<file path="config.mk">
export PLATFORM = sky130hd
export DESIGN_NAME = scaler_subevent_word_parser
export DESIGN_NICKNAME = d
export VERILOG_FILES = /design/src/rtl/core/sswp_pkg.sv /design/src/rtl/core/sswp_front.sv /design/src/rtl/core/sswp_queue.sv /design/src/rtl/core/sswp_back.sv /design/src/rtl/core/scaler_subevent_word_parser.sv
export SDC_FILE = /design/constraint.sdc
export NUM_CORES = 1
export LEC_CHECK = 0
export ABC_AREA = 0
export BUFFER_PORTS_ARGS = -buffer_cell sky130_fd_sc_hd__clkbuf_2
export CORE_MARGIN = 1
export CORE_UTILIZATION = 55
export DETAILED_ROUTE_END_ITERATION = 16
export PLACE_DENSITY = 0.71
export REMOVE_ABC_BUFFERS = 1
export SYNTH_ARGS = -nofsm -noshare
export SYNTH_HDL_FRONTEND = slang
export SYNTH_SLANG_ARGS = --single-unit
</file>
<file path="constraint.sdc">
create_clock -name clk_i -period 9.3 [get_ports clk_i]
set_clock_uncertainty 0.2 [all_clocks]
set_input_delay 0.93 -clock clk_i [delete_from_list [all_inputs] [get_ports clk_i]]
set_output_delay 0.93 -clock clk_i [all_outputs]
set_load 0.1 [all_outputs]
</file>
<file path="src/rtl/core/sswp_pkg.sv">
// shared types and constants for the scaler subevent word parser
// used by the front, queue, back and top-level modules; no dependencies

package sswp_pkg;

  localparam int unsigned WordW     = 32;
  localparam int unsigned AddrW     = 16;
  localparam int unsigned SizeW     = 8;
  localparam int unsigned CountW    = 16;
  localparam int unsigned IndexW    = 8;
  localparam int unsigned KindW     = 2;
  localparam int unsigned TimeW     = 35;
  localparam int unsigned CfgW      = 16;
  localparam int unsigned CfgIdxW   = 1;
  localparam int unsigned OutDataW  = 80;
  localparam int unsigned OutUserW  = 3;

  localparam int unsigned QueueDepthDefault = 4;

  localparam logic [CfgW-1:0]  BoardAddrLimitRst = 16'd255;
  localparam logic [CfgW-1:0]  ExtLimitRst       = 16'd128;
  localparam logic [SizeW-1:0] HeaderWords       = 8'd4;

  typedef enum logic [CfgIdxW-1:0] {
    CFG_BOARD_ADDR_LIMIT = 1'b0,
    CFG_EXT_LIMIT        = 1'b1
  } cfg_idx_e;

  typedef enum logic [KindW-1:0] {
    KIND_SCALER   = 2'd0,
    KIND_SIZE_ERR = 2'd1,
    KIND_EXT_ERR  = 2'd2
  } kind_e;

  typedef enum logic [2:0] {
    PH_HEADER = 3'd0,
    PH_FIRST  = 3'd1,
    PH_SECOND = 3'd2,
    PH_EXT    = 3'd3,
    PH_LATCH  = 3'd4,
    PH_EMPTY  = 3'd5,
    PH_SCALER = 3'd6,
    PH_SKIP   = 3'd7
  } phase_e;

  // one classified result on its way from front to back
  typedef struct packed {
    kind_e             kind;
    logic [IndexW-1:0] index;
    logic [WordW-1:0]  value;
    logic              first;
  } entry_t;

endpackage

</file>
<file path="src/rtl/core/sswp_front.sv">
// front: configuration registers and the block parsing state machine
// classifies each input beat and pushes result entries; uses sswp_pkg

module sswp_front import sswp_pkg::*; (
  input  logic               clk_i,
  input  logic               rst_ni,
  input  logic               cfg_we_i,
  input  cfg_idx_e           cfg_idx_i,
  input  logic [CfgW-1:0]    cfg_data_i,
  input  logic               in_valid_i,
  output logic               in_ready_o,
  input  logic [WordW-1:0]   in_word_i,
  input  logic               in_start_i,
  input  logic               q_full_i,
  output logic               push_o,
  output entry_t             push_entry_o
);

  logic [CfgW-1:0]   addr_limit_q, ext_limit_q;
  phase_e            phase_q, phase_d, phase_e_w;
  logic [CountW-1:0] left_q, left_d, left_e, left_dec;
  logic [SizeW-1:0]  size_q, size_d, size_e;
  logic [IndexW-1:0] cnt_q, cnt_d, cnt_e;
  logic              discard_q, discard_d, discard_e;
  logic              accept;
  logic [SizeW-1:0]  hdr_size;
  logic [CountW-1:0] ext_cnt;
  logic              size_bad, ext_bad;

  always_ff @(posedge clk_i or negedge rst_ni) begin
    if (!rst_ni) begin
      addr_limit_q <= BoardAddrLimitRst;
      ext_limit_q  <= ExtLimitRst;
    end else if (cfg_we_i) begin
      case (cfg_idx_i)
        CFG_BOARD_ADDR_LIMIT: addr_limit_q <= cfg_data_i;
        CFG_EXT_LIMIT:        ext_limit_q  <= cfg_data_i;
        default: ;
      endcase
    end
  end

  assign in_ready_o = !q_full_i;
  assign accept     = in_valid_i && in_ready_o;

  // a subevent start clears the parser before the beat is looked at
  always_comb begin
    if (in_start_i) begin
      phase_e_w = PH_HEADER;
      left_e    = '0;
      size_e    = '0;
      cnt_e     = '0;
      discard_e = 1'b0;
    end else begin
      phase_e_w = phase_q;
      left_e    = left_q;
      size_e    = size_q;
      cnt_e     = cnt_q;
      discard_e = discard_q;
    end
  end

  assign hdr_size = in_word_i[23:16];
  assign ext_cnt  = in_word_i[CountW-1:0];
  assign left_dec = left_e - CountW'(1);
  assign size_bad = in_word_i[SizeW-1:0] != size_e;
  assign ext_bad  = (ext_cnt != '0) && (ext_cnt >= ext_limit_q);

  // next state
  always_comb begin
    phase_d   = phase_e_w;
    left_d    = left_e;
    size_d    = size_e;
    cnt_d     = cnt_e;
    discard_d = discard_e;
    if (!discard_e) begin
      case (phase_e_w)
        PH_HEADER: begin
          size_d = hdr_size;
          if (in_word_i[AddrW-1:0] > addr_limit_q) begin
            left_d  = CountW'(hdr_size);
            phase_d = (hdr_size != '0) ? PH_SKIP : PH_HEADER;
          end else begin
            phase_d = PH_FIRST;
          end
        end
        PH_FIRST: begin
          if (size_bad) discard_d = 1'b1;
          else          phase_d   = PH_SECOND;
        end
        PH_SECOND: begin
          if (ext_bad) begin
            discard_d = 1'b1;
          end else begin
            left_d  = ext_cnt;
            phase_d = (ext_cnt != '0) ? PH_EXT : PH_LATCH;
          end
        end
        PH_EXT: begin
          left_d = left_dec;
          if (left_dec == '0) phase_d = PH_LATCH;
        end
        PH_LATCH: phase_d = PH_EMPTY;
        PH_EMPTY: begin
          if (size_e > HeaderWords) begin
            left_d  = CountW'(size_e - HeaderWords);
            cnt_d   = '0;
            phase_d = PH_SCALER;
          end else begin
            phase_d = PH_HEADER;
          end
        end
        PH_SCALER: begin
          cnt_d  = cnt_e + IndexW'(1);
          left_d = left_dec;
          if (left_dec == '0) phase_d = PH_HEADER;
        end
        default: begin
          left_d = left_dec;
          if (left_dec == '0) phase_d = PH_HEADER;
        end
      endcase
    end
  end

  // outputs
  always_comb begin
    push_o             = 1'b0;
    push_entry_o.kind  = KIND_SCALER;
    push_entry_o.index = '0;
    push_entry_o.value = '0;
    push_entry_o.first = 1'b0;
    if (accept && !discard_e) begin
      case (phase_e_w)
        PH_FIRST: begin
          if (size_bad) begin
            push_o            = 1'b1;
            push_entry_o.kind = KIND_SIZE_ERR;
          end
        end
        PH_SECOND: begin
          if (ext_bad) begin
            push_o            = 1'b1;
            push_entry_o.kind = KIND_EXT_ERR;
          end
        end
        PH_SCALER: begin
          push_o             = 1'b1;
          push_entry_o.index = cnt_e;
          push_entry_o.value = in_word_i;
          push_entry_o.first = cnt_e == '0;
        end
        default: ;
      endcase
    end
  end

  always_ff @(posedge clk_i or negedge rst_ni) begin
    if (!rst_ni) begin
      phase_q   <= PH_HEADER;
      left_q    <= '0;
      size_q    <= '0;
      cnt_q     <= '0;
      discard_q <= 1'b0;
    end else if (accept) begin
      phase_q   <= phase_d;
      left_q    <= left_d;
      size_q    <= size_d;
      cnt_q     <= cnt_d;
      discard_q <= discard_d;
    end
  end

endmodule

</file>
<file path="src/rtl/core/sswp_queue.sv">
// short flop-based fifo of result entries between front and back
// uses sswp_pkg for the entry type

module sswp_queue import sswp_pkg::*; #(
  parameter int unsigned Depth = QueueDepthDefault
) (
  input  logic   clk_i,
  input  logic   rst_ni,
  input  logic   push_i,
  input  entry_t push_entry_i,
  output logic   full_o,
  input  logic   pop_i,
  output logic   empty_o,
  output entry_t pop_entry_o
);

  localparam int unsigned PtrW = (Depth > 1) ? $clog2(Depth) : 1;
  localparam int unsigned CntW = $clog2(Depth + 1);

  entry_t            mem_q [Depth];
  logic [PtrW-1:0]   wr_ptr_q, rd_ptr_q;
  logic [CntW-1:0]   count_q;
  logic              do_push, do_pop;

  assign full_o      = count_q == CntW'(Depth);
  assign empty_o     = count_q == '0;
  assign do_push     = push_i && !full_o;
  assign do_pop      = pop_i && !empty_o;
  assign pop_entry_o = mem_q[rd_ptr_q];

  always_ff @(posedge clk_i) begin
    if (do_push) mem_q[wr_ptr_q] <= push_entry_i;
  end

  always_ff @(posedge clk_i or negedge rst_ni) begin
    if (!rst_ni) begin
      wr_ptr_q <= '0;
      rd_ptr_q <= '0;
      count_q  <= '0;
    end else begin
      if (do_push) begin
        wr_ptr_q <= (wr_ptr_q == PtrW'(Depth - 1)) ? '0 : wr_ptr_q + PtrW'(1);
      end
      if (do_pop) begin
        rd_ptr_q <= (rd_ptr_q == PtrW'(Depth - 1)) ? '0 : rd_ptr_q + PtrW'(1);
      end
      case ({do_push, do_pop})
        2'b10:   count_q <= count_q + CntW'(1);
        2'b01:   count_q <= count_q - CntW'(1);
        default: ;
      endcase
    end
  end

endmodule

</file>
<file path="src/rtl/core/sswp_back.sv">
// back: pops result entries, forms the spill time and holds the output beat
// uses sswp_pkg

module sswp_back import sswp_pkg::*; (
  input  logic               clk_i,
  input  logic               rst_ni,
  input  logic               q_empty_i,
  input  entry_t             q_entry_i,
  output logic               pop_o,
  output logic               out_valid_o,
  input  logic               out_ready_i,
  output kind_e              out_kind_o,
  output logic [IndexW-1:0]  out_index_o,
  output logic [WordW-1:0]   out_value_o,
  output logic               out_time_valid_o,
  output logic [TimeW-1:0]   out_time_o
);

  logic              valid_q;
  kind_e             kind_q;
  logic [IndexW-1:0] index_q;
  logic [WordW-1:0]  value_q;
  logic              tv_q;
  logic [TimeW-1:0]  time_q, time_d;

  assign pop_o = !q_empty_i && (!valid_q || out_ready_i);

  // value * 5 as value * 4 + value
  always_comb begin
    time_d = '0;
    if (q_entry_i.first) begin
      time_d = (TimeW'(q_entry_i.value) << 2) + TimeW'(q_entry_i.value);
    end
  end

  always_ff @(posedge clk_i or negedge rst_ni) begin
    if (!rst_ni) begin
      valid_q <= 1'b0;
    end else if (pop_o) begin
      valid_q <= 1'b1;
    end else if (out_ready_i) begin
      valid_q <= 1'b0;
    end
  end

  always_ff @(posedge clk_i) begin
    if (pop_o) begin
      kind_q  <= q_entry_i.kind;
      index_q <= q_entry_i.index;
      value_q <= q_entry_i.value;
      tv_q    <= q_entry_i.first;
      time_q  <= time_d;
    end
  end

  assign out_valid_o      = valid_q;
  assign out_kind_o       = kind_q;
  assign out_index_o      = index_q;
  assign out_value_o      = value_q;
  assign out_time_valid_o = tv_q;
  assign out_time_o       = time_q;

endmodule

</file>
<file path="src/rtl/core/scaler_subevent_word_parser.sv">
// channel   dir  handshake                     payload
// s_axis    in   s_axis_tvalid_i/tready_o      tdata data_word, tuser subevent_start
// m_axis    out  m_axis_tvalid_o/tready_i      tdata index/value/time, tuser kind/time_valid
// cfg       in   cfg_we_i (no wait)            cfg_idx_i, cfg_data_i
//
// one input beat per cycle while the queue has room; each result is held in the queue and
// then in the output register; the front state machine decides each accepted beat, the
// back adds value*5; a four-entry queue decouples them: the input stalls only when full
// reset clears parser state, queue and output; no clearing pass
// top level of the scaler subevent word parser; uses sswp_pkg, sswp_front,
// sswp_queue and sswp_back

module scaler_subevent_word_parser import sswp_pkg::*; #(
  parameter int unsigned QueueDepth = QueueDepthDefault
) (
  input  logic                clk_i,
  input  logic                rst_ni,
  input  logic                cfg_we_i,
  input  logic [CfgIdxW-1:0]  cfg_idx_i,
  input  logic [CfgW-1:0]     cfg_data_i,
  input  logic                s_axis_tvalid_i,
  output logic                s_axis_tready_o,
  input  logic [WordW-1:0]    s_axis_tdata_i,   // [31:0] data_word
  input  logic                s_axis_tuser_i,   // [0] subevent_start
  output logic                m_axis_tvalid_o,
  input  logic                m_axis_tready_i,
  // [7:0] scaler_index, [39:8] scaler_value, [74:40] time_in_spill_ns, [79:75] zero
  output logic [OutDataW-1:0] m_axis_tdata_o,
  // [1:0] result_kind, [2] time_valid
  output logic [OutUserW-1:0] m_axis_tuser_o
);

  logic              q_full, q_empty, push, pop;
  entry_t            push_entry, pop_entry;
  kind_e             out_kind;
  logic [IndexW-1:0] out_index;
  logic [WordW-1:0]  out_value;
  logic              out_tv;
  logic [TimeW-1:0]  out_time;

  sswp_front u_front (
    .clk_i        (clk_i),
    .rst_ni       (rst_ni),
    .cfg_we_i     (cfg_we_i),
    .cfg_idx_i    (cfg_idx_e'(cfg_idx_i)),
    .cfg_data_i   (cfg_data_i),
    .in_valid_i   (s_axis_tvalid_i),
    .in_ready_o   (s_axis_tready_o),
    .in_word_i    (s_axis_tdata_i),
    .in_start_i   (s_axis_tuser_i),
    .q_full_i     (q_full),
    .push_o       (push),
    .push_entry_o (push_entry)
  );

  sswp_queue #(
    .Depth (QueueDepth)
  ) u_queue (
    .clk_i        (clk_i),
    .rst_ni       (rst_ni),
    .push_i       (push),
    .push_entry_i (push_entry),
    .full_o       (q_full),
    .pop_i        (pop),
    .empty_o      (q_empty),
    .pop_entry_o  (pop_entry)
  );

  sswp_back u_back (
    .clk_i            (clk_i),
    .rst_ni           (rst_ni),
    .q_empty_i        (q_empty),
    .q_entry_i        (pop_entry),
    .pop_o            (pop),
    .out_valid_o      (m_axis_tvalid_o),
    .out_ready_i      (m_axis_tready_i),
    .out_kind_o       (out_kind),
    .out_index_o      (out_index),
    .out_value_o      (out_value),
    .out_time_valid_o (out_tv),
    .out_time_o       (out_time)
  );

  assign m_axis_tdata_o = {5'b0, out_time, out_value, out_index};
  assign m_axis_tuser_o = {out_tv, out_kind};

`ifndef SYNTH
  a_time_only_scaler: assert property (@(posedge clk_i) disable iff (!rst_ni)
    m_axis_tvalid_o && out_tv |-> out_kind == KIND_SCALER)
    else $error("time_valid on a non-scaler result");

  a_time_value: assert property (@(posedge clk_i) disable iff (!rst_ni)
    m_axis_tvalid_o && out_tv |-> out_time == (TimeW'(out_value) * TimeW'(5)))
    else $error("spill time does not match scaler value");

  a_error_zero: assert property (@(posedge clk_i) disable iff (!rst_ni)
    m_axis_tvalid_o && out_kind != KIND_SCALER |->
      out_index == '0 && out_value == '0 && !out_tv)
    else $error("error result carries payload");

  a_kind_known: assert property (@(posedge clk_i) disable iff (!rst_ni)
    m_axis_tvalid_o |-> out_kind == KIND_SCALER || out_kind == KIND_SIZE_ERR ||
      out_kind == KIND_EXT_ERR)
    else $error("undefined result kind");
`endif

endmodule

</file>
Yosys cells after proc, flatten, opt, wreduce, memory -nomap -nowiden
Memories as Yosys holds them, arrays and structs flattened.
Index checks and enable logic that the tools add are counted.
- reduce and logical (&&, ||, !) cells: 22
- order comparisons: 3
- bitwise gates (word level): 1
- muxes and demuxes: 43
- add/subtract/negate cells: 8
- eq/ne operators: 12
- operator list (kind ; count):
    16-bit 2-to-1 mux ; 5
    16-bit case mux with 4 select lines ; 1
    8-bit 2-to-1 mux ; 6
    43-bit 2-to-1 mux ; 1
    41-bit 2-to-1 mux ; 1
    34-bit by 32-bit adder with 35-bit output ; 1
    3-bit 2-to-1 mux ; 10
    3-bit case mux with 6 select lines ; 1
    16-bit >= comparator ; 1
    16-bit greater-than comparator ; 1
    16-bit zero test ; 1
    8-bit case mux with 2 select lines ; 1
    16-bit nonzero test ; 1
    16-bit by 1-bit subtractor with 16-bit output, second input constant ; 1
    3-bit equality test, second input constant ; 4
    1-bit 2-to-1 mux ; 10
    8-bit by 3-bit subtractor with 9-bit output, second input constant ; 1
    8-bit by 1-bit adder with 8-bit output, second input constant ; 1
    8-bit by 3-bit greater-than comparator with 1-bit output, second input constant ; 1
    8-bit zero test ; 1
    8-bit != test ; 1
    8-bit nonzero test ; 1
    2-bit equality test, second input constant ; 3
    3-bit by 2-bit equality test with 1-bit output, second input constant ; 2
    18 further kinds ; 32
- memory bits (writable): 172
- memories: 1
- logic and storage cells: 106
- input port bits: 55
- register bits after elaboration: 154
- output and inout port bits: 85
- memories (memory ; words ; width ; read ports ; clocked after memory_dff ; write ports ; RTL line ; text):
    u_queue.mem_q ; 4 ; 43 ; 1 ; 0 ; 1 ; sswp_queue.sv:20 ; entry_t mem_q [Depth];

Depth between registers and ports, before layout
Gate-level depths: netlist of the first run.
- depth after elaboration: 8
- mapped depth: 15
- depth with buffers taken out: 15

By module
From an unflattened synthesis of the first run, not the netlist that was laid out.
- cells, all modules: 1314
- area total of the unflattened synthesis: 16547.1 sq um
- by module, submodules not included (module ; times used ; cells an instance ; sequential area each (sq um) ; area each (sq um)):
    sswp_queue ; 1 ; 265 ; 5340.1 ; 6715.2
    sswp_front ; 1 ; 668 ; 1712.9 ; 5486.5
    sswp_back ; 1 ; 374 ; 2367.3 ; 4296.6
    scaler_subevent_word_parser ; 1 ; 7 ; 0.0 ; 48.8

Worst setup path before layout of the first run
Ideal clock, no wire load.
- kind: input port to flip-flop
- from: in m_axis_tready_i
- to: reg u_queue.count_q[2]
- library setup time: 0.079 ns
- data required time: 9.021 ns
- buffers on the path: 0
- data arrival time: 6.367 ns
- slack: 2.653 ns
- stages on the path: 8
- cells stage by stage: inv_1 a21oi_1 ha_1 inv_1 fa_1 xor2_1 nor2_1 xor2_1
- word-level cells in the longest chain between the ends: 5
- elaborated cells between the ends (all ways): 7
- classes of those cells: eq/ne (2); mux (1); reduce/logical (4)
- RTL lines (what ; RTL line ; text):
    start, declared ; scaler_subevent_word_parser.sv:26 ; input logic m_axis_tready_i,
    1-bit logical OR * ; sswp_back.sv:26 ; assign pop_o = !q_empty_i && (!valid_q || out_ready_i);
    1-bit logical AND * ; sswp_back.sv:26 ;
    via pop ; scaler_subevent_word_parser.sv:33 ; logic q_full, q_empty, push, pop;
    1-bit logical AND * ; sswp_queue.sv:28 ; assign do_pop = pop_i && !empty_o;
    2-bit by 1-bit equality test with 1-bit output or 2-bit equality test (tied branches) ; sswp_queue.sv:47 ; case ({do_push, do_pop})
    3-bit case mux with 2 select lines or 2-bit nonzero test (tied branches) ; n/a ;
    end signal, assigned ; sswp_queue.sv:48 ; 2'b10: count_q <= count_q + CntW'(1);
    end signal, assigned ; sswp_queue.sv:49 ; 2'b01: count_q <= count_q - CntW'(1);
    end, declared ; sswp_queue.sv:22 ; logic [CntW-1:0] count_q;
Mark *: on every way through the listed nets, which the timed path passes. The rest lies on a longest branch.
A chain may end at the register's enable or synchronous reset.

==> impl_metrics.csv, run 1 <==
group,metric,value,unit
global_route,grt_max_degree,73,
synth,syn_area,16400,um^2
placed_design,dpl.hpwl,24500,um
power,switchingPower,0.00330,W
die,die_w,174,um
clocking,clock_latency,0.53,ns
synth,synth.distinct_cells,91,
route,postRouteAntennaNets,0,
clocking,cts_tree,"yes",
worst_hold_path,min_to,"u_queue.count_q[2]$_DFFE_PN0P_",
timing,drv_slew,0,
route,wl_per_cell,19.7,um
clocking,ctsLongestPathBuffers,3,
finish,nNetsFinal,1548,
clocking,root_buffer,"clkbuf_16",
timing,fmax,203,MHz
timing,tns,0,ns
setup_path,worstSetupStartpoint,"u_queue.rd_ptr_q[0]$_DFFE_PN0P_",
synth,syn_area_per_cell,12.7,um^2
power,p_total,0.00716,W
timing,hold_violations,0,
global_route,grt_pass1_vias,10600,
setup_path,slowest_delay,0.74,ns
power,powerDensity,385,nW/um^2
setup_path,crit_type,"flop to flop",
setup_path,crit_arrival,4.99,ns
route,drc,0,
synth,yosys.area.top_type,"edfxtp_1",
status,status,"finished, final reports clean",
setup_path,cp_slowest_cell,"dfrtp_2",
synth,synth_warnings,0,
finish,drive_gt1_frac,0.213,
setup_path,rr_endpoint,"u_back.out_time_o[32]$_SDFFCE_PN0P_",
synth,seq_area_frac_synth,0.576,
die,num_rows,62,
synth,synth_edf_count,250,
power,netSwitchingFraction,0.461,
route,drt_iter0_drc,939,
setup_path,reg2regPathDepth,10,
finish,final_common_cell,"edfxtp_1",
die,die_h,174,um
route,routed-via-count,11100,
flow_run,max_cap_violations,0,
timing,period_share,0.529,
route,dr.pass1.iters,5,
setup_path,crit_top_cell,"o21ai_1",
timing,relSlewSlack,0.223,
finish,area_growth,13.7,%
timing,fin_ws,4.38,ns
timing,grt_setup_unrepaired,"no",
synth,synth-seq-cells,326,
die,ios,140,
power,power.share.sequential,0.310,
global_route,grt_pass1_wl,57000,um
route,wl,36000,um
power,p_int,0.00386,W
timing,finalSetupViolCount,0,
power,ir_worst_vdd,212,uV
synth,synth_top_flop_cell,"edfxtp_1",
setup_path,path_max_fanout,28,
die,core_area,29000,um^2
setup_path,rr_startpoint,"u_queue.rd_ptr_q[0]$_DFFE_PN0P_",
setup_path,path_cells,"buf_4, mux4_2, ha_1, o21ai_1, a2111oi_0, o21ai_1, a2111oi_2, o21ai_1, a311oi_1, mux2i_1",
setup_path,cp-start-kind,"flop",
placed_design,place_congestion,0.926,
finish,design_area,18600,um^2
global_route,antenna_found_initial,0,
setup_path,path_buf_inv,1,
clocking,cts_htree_levels,2,
worst_hold_path,hp-class,"flop to flop",
synth,synthCells,1288,
finish,post-route-util,0.641,
finish,n_antenna_cell,0,
synth,ys_async_sr_fraction,0.233,
global_route,grtUsageTotal,0.239,
worst_hold_path,min_from,"u_queue.count_q[2]$_DFFE_PN0P_",
clocking,cts.sinks,326,
worst_hold_path,whs_path_depth,1,
placed_design,place_area,17400,um^2
power,p_leak,7.19,nW
synth,synthTopCellsByArea,"edfxtp_1, dfrtp_1, mux4_2, ha_1, o21ai_0",
placed_design,dp_slack,4.39,ns
power,clkPwrFrac,0.201,
clocking,clkTransAtPathRegs,0.06,ns
timing,tightestPinTransition,1.17,ns
clocking,postCtsSetupRepairBufs,0,
die,start_util,0.564,
placed_design,io_buffers,134,
setup_path,cp-end-kind,"flop",
setup_path,cpLargestDelayFamily,"compound AO/OA/AOI/OAI gates",
die,die_area,30400,um^2
finish,final_cell_mix,"edfxtp_1, clkbuf_2, nand2_1",
setup_path,crit_required,9.37,ns
global_route,grt.overflow.total,0,
synth,synth_top_area_frac,0.459,
route,viasPerCell,6.06,
setup_path,r2r_slack,4.38,ns
power,combinationalPowerShare,0.489,
timing,period_needed,4.92,ns
clocking,cts_buffers,36,
## timing repair
action | CTS | global route
endpoints found under the hold margin | 4 | 0
hold buffers | 1 | 0
gates resized for setup | 0 | 0
## registers in the layout, summed over array words and instances, names as in the netlist
name,count
u_front.addr_limit_q,16
u_back.out_time_o,35
u_queue.mem_q,172
u_front.phase_q,3
u_back.out_value_o,32
u_front.size_q,8
u_front.discard_q,1
u_back.out_kind_o,2
u_front.ext_limit_q,16
u_back.out_index_o,8
u_back.out_valid_o,1
u_queue.rd_ptr_q,2
u_queue.count_q,3
u_queue.wr_ptr_q,2
u_front.cnt_q,8
u_front.left_q,16
u_back.out_time_valid_o,1
## worst register-to-register path, cell delays in order (launching register included)
cell	delay, ns
dfrtp_2	0.74
buf_4	0.58
mux4_2	0.69
ha_1	0.42
o21ai_1	0.13
a2111oi_0	0.40
o21ai_1	0.28
a2111oi_2	0.50
o21ai_1	0.21
a311oi_1	0.38
mux2i_1	0.13
## synthesized netlist by cell type (13+ instances only)
| cell type | count |
|---|---|
| nand2_1 | 80 |
| inv_1 | 64 |
| nor2_1 | 79 |
| clkbuf_1 | 42 |
| a21o_1 | 22 |
| edfxtp_1 | 250 |
| a31oi_1 | 15 |
| nand2b_1 | 13 |
| dfrtp_1 | 67 |
| nand3_1 | 29 |
| nor3_1 | 29 |
| and3_1 | 45 |
| mux2_2 | 28 |
| o21ai_1 | 18 |
| mux4_2 | 42 |
| ha_1 | 74 |
| xnor2_1 | 13 |
| o21ai_0 | 63 |
| a21oi_1 | 51 |
## layer usage
layer	part of all wire	up-vias	global-route usage	wire (um)
met5	0	-	0	0
met4	0.029	0	0.0837	1050
met3	0.058	75	0.0396	2100
met2	0.47	376	0.382	16900
met1	0.44	5391	0.332	15900
li1	-	5233	-	-
## area by class of cell
cell class,instances,area (um^2)
clock buffer,41,950
clock inverter,25,263
fill,2233,10400
inverter,65,244
multi-input combinational,843,6480
sequential,326,9420
tap,384,480
timing repair buffer,145,758
## worst max-delay path by stage
stage                                     endpoint  slack, ns  cells past startpoint
2_1_floorplan       u_queue.count_q[2]$_DFFE_PN0P_       2.65                      8
3_3_place_gp   u_back.out_time_o[32]$_SDFFCE_PN0P_       4.46                     10
3_5_place_dp   u_back.out_time_o[32]$_SDFFCE_PN0P_       4.39                     10
4_1_cts        u_back.out_time_o[32]$_SDFFCE_PN0P_       4.33                     10
5_1_grt        u_back.out_time_o[32]$_SDFFCE_PN0P_       3.93                     10
6_report       u_back.out_time_o[32]$_SDFFCE_PN0P_       4.38                     10
## metrics by stage
stage | hold slack [ns] | instances
detailed placement | 0.282 | 1762
floorplan | 0.255 | 1234
global route | 0.323 | 1829
finish | 0.283 | 1829
CTS | 0.291 | 1829
global placement | 0.275 | 1762
## cells by family (layout without fill, tap and decap cells)
logic type	after synthesis	in the layout	share of synthesized area
compound gates	296	296	0.123
xor+xnor	24	24	0.0129
fa+ha+maj	76	76	0.0591
buf+inv	123	276	0.0302
flops	326	326	0.576
mux	77	77	0.0815
other cells	1	5	0.000229
simple gates	365	365	0.117
## power by group through the flow
stage          Combinational, W  Sequential [W]  Clock, W
2_1_floorplan           0.00172         0.00335         0
3_3_place_gp            0.00344         0.00224         0
3_5_place_dp            0.00349         0.00225         0
4_1_cts                 0.00350         0.00222   0.00146
5_1_grt                 0.00378         0.00226   0.00152
6_report                0.00350         0.00222   0.00144
(Power assumes the default switching activity.)
==> run 2, diff against run 1 <==
- ABC_AREA: 0 -> 1
- clock period: 9.3 -> 4.67 ns (I/O delays scaled with it)
==> impl_metrics.csv, run 2 <==
group,metric,value,unit
status,status,"finished, final reports clean",
timing,tightestPinTransition,0.950,ns
synth,synth_top_flop_cell,"edfxtp_1",
timing,drv_slew,0,
global_route,grt_pass1_wl,64300,um
setup_path,crit_required,4.73,ns
clocking,clkTransAtPathRegs,0.06,ns
finish,drive_gt1_frac,0.129,
clocking,cts_buffers,36,
route,drt_iter0_drc,1001,
clocking,ctsLongestPathBuffers,3,
timing,fin_ws,0.722,ns
placed_design,io_buffers,134,
timing,relSlewSlack,0.365,
route,dr.pass1.iters,5,
global_route,grt_pass1_vias,12500,
synth,synth_top_area_frac,0.446,
finish,multi_input_area,6290,um^2
finish,regArea,9420,um^2
die,core_area,29900,um^2
synth,synth_warnings,0,
setup_path,cp_slowest_cell,"o21ai_0",
finish,n_fill_cell,2496,
timing,period_needed,3.95,ns
clocking,clock_latency,0.52,ns
timing,fmax,253,MHz
synth,synthTopCellsByArea,"edfxtp_1, dfrtp_1, nand2_1, o21ai_0, ha_1",
clocking,cts.sinks,326,
die,ios,140,
route,viasPerCell,5.52,
die,num_rows,63,
finish,final_common_cell,"nand2_1",
flow_run,max_cap_violations,0,
finish,final_cell_mix,"nand2_1, edfxtp_1, nor2_1",
setup_path,crit_type,"flop to flop",
finish,top_register,"u_queue.mem_q",
finish,area_growth,14.3,%
global_route,grtUsageTotal,0.262,
setup_path,cp-end-kind,"flop",
clocking,cts_tree,"yes",
placed_design,place_congestion,0.953,
clocking,cts_htree_levels,2,
finish,largest_reg_flops,172,
synth,syn_area_per_cell,9.26,um^2
timing,grt_setup_unrepaired,"no",
synth,synth_edf_count,250,
setup_path,cp-start-kind,"flop",
synth,seq_area_frac_synth,0.560,
finish,finalNonFillerCells,2376,
synth,synthTopCellsByCount,"nand2_1, edfxtp_1, nor2_1, inv_1, o21ai_0",
route,wl,40100,um
synth,synthCells,1817,
route,postRouteAntennaNets,0,
synth,yosysMostFrequentCell,"nand2_1",
setup_path,path_buf_inv,2,
global_route,antenna_found_initial,0,
finish,n_antenna_cell,0,
timing,period_share,0.845,
clocking,postCtsSetupRepairBufs,0,
setup_path,path_cells,"buf_4, o21ai_0, o22ai_1, ha_1, inv_1, fa_1, o21ai_0, a21oi_1, o221ai_1, a21oi_1, nor2_1, nor2_1",
route,routed-via-count,13100,
setup_path,path_max_fanout,53,
timing,hold_violations,0,
die,start_util,0.563,
global_route,grt.overflow.total,0,
setup_path,cpLargestDelayFamily,"compound AO/OA/AOI/OAI gates",
die,die_w,177,um
placed_design,dp_slack,0.765,ns
setup_path,crit_arrival,4.01,ns
die,die_area,31300,um^2
synth,synth-seq-cells,326,
global_route,grt_max_degree,59,
route,wl_per_cell,16.9,um
worst_hold_path,hp-class,"input port to flop",
placed_design,dpl.hpwl,27600,um
timing,finalSetupViolCount,0,
clocking,root_buffer,"clkbuf_16",
synth,yosys.area.top_type,"edfxtp_1",
synth,synth.distinct_cells,53,
synth,ys_async_sr_fraction,0.233,
route,drc,0,
die,die_h,177,um
finish,nNetsFinal,2093,
synth,syn_area,16800,um^2
placed_design,dpl.cell_count,2301,
setup_path,slowest_delay,0.48,ns
## run 2: cell count changes in the layout (fill, tap and decap cells not counted), moves of 33 or more
cell / previous run / this run
nand2_1: 80 / 324
o22ai_1: 6 / 39
a21oi_1: 50 / 139
and3_1: 44 / 0
o21ai_0: 63 / 194
nor2_1: 79 / 227
mux4_2: 42 / 0
nand3_1: 29 / 68
inv_1: 64 / 224
## run 2: worst reg2reg max path, delay by kind of cell (launching register included)
family                     cells  cell delay [ns]
and+or+nand+nor                2             0.17
AOI/OAI and AO/OA              6             1.86
buffers and inverters          2             0.50
adders and majority gates      2             0.62
DFF                            1             0.36
## run 2: layout make-up
class	count	area share
timing repair buffer	168	0.0513
tap	390	0.0254
sequential	326	0.490
clock buffer	46	0.0499
multi-input combinational	1200	0.327
clock inverter	16	0.0111
inverter	230	0.0450
## run 2: through the flow
step / TNS, ns / hold slack [ns] / cell area (um^2) / util
after global routing: 0 / 0.0284 / 19200 / 0.643
after detailed placement: 0 / 0.264 / 17900 / 0.600
final: 0 / 0.0160 / 19200 / 0.643
after CTS: 0 / 0.00434 / 19200 / 0.643
after global placement: 0 / 0.264 / 17900 / 0.600
after floorplan: -160.82 / -0.0286 / 16500 / -
## run 2: cell families (layout without fill, tap and decap cells)
kind of cell               count (synthesis)  in the layout  synth area share
and+or+nand+nor                          686            686             0.170
AOI/OAI and AO/OA                        418            418             0.135
DFF                                      326            326             0.560
buffers and inverters                    295            460            0.0698
adders and majority gates                 76             76            0.0574
xor gates and xnor gates                  15             15           0.00781
other                                      1              5          0.000223
## run 2: path summary, 6_finish.rpt
| path | cells past startpoint | to | slack, ns | start |
|---|---|---|---|---|
| max | 12 | u_back.out_time_o[28]$_SDFFCE_PN0P_ | 0.72 | u_queue.rd_ptr_q[0]$_DFFE_PN0P_ |
| min | 3 | u_front.ext_limit_q[15]$_DFFE_PN0P_ | 0.02 | cfg_data_i[15] |
| max reg2reg | 12 | u_back.out_time_o[28]$_SDFFCE_PN0P_ | 0.72 | u_queue.rd_ptr_q[0]$_DFFE_PN0P_ |
| min reg2reg | 1 | u_queue.count_q[0]$_DFFE_PN0P_ | 0.28 | u_queue.count_q[0]$_DFFE_PN0P_ |
| max in group asynchronous | 3 | u_front.addr_limit_q[1]$_DFFE_PN1P_ | 3.02 | rst_ni |
| min in group asynchronous | 2 | u_front.left_q[9]$_DFFE_PN0P_ | 0.39 | rst_ni |
## run 2: timing repair
item / 4_1_cts / 5_1_grt
gates resized for setup: 0 / 0
endpoints found under the hold margin: 68 / 0
hold buffers: 13 / 0
## run 2: per-layer routing
metal,global-route usage,part of all wire,vias up
met5,0,0,-
met4,0.0736,0.025,0
met3,0.0372,0.052,76
met2,0.451,0.48,400
met1,0.346,0.44,6180
li1,-,-,6467
Power of run 2 is not shown: default switching activity piles up to over one toggle a cycle in this logic, so the estimate is an artifact.
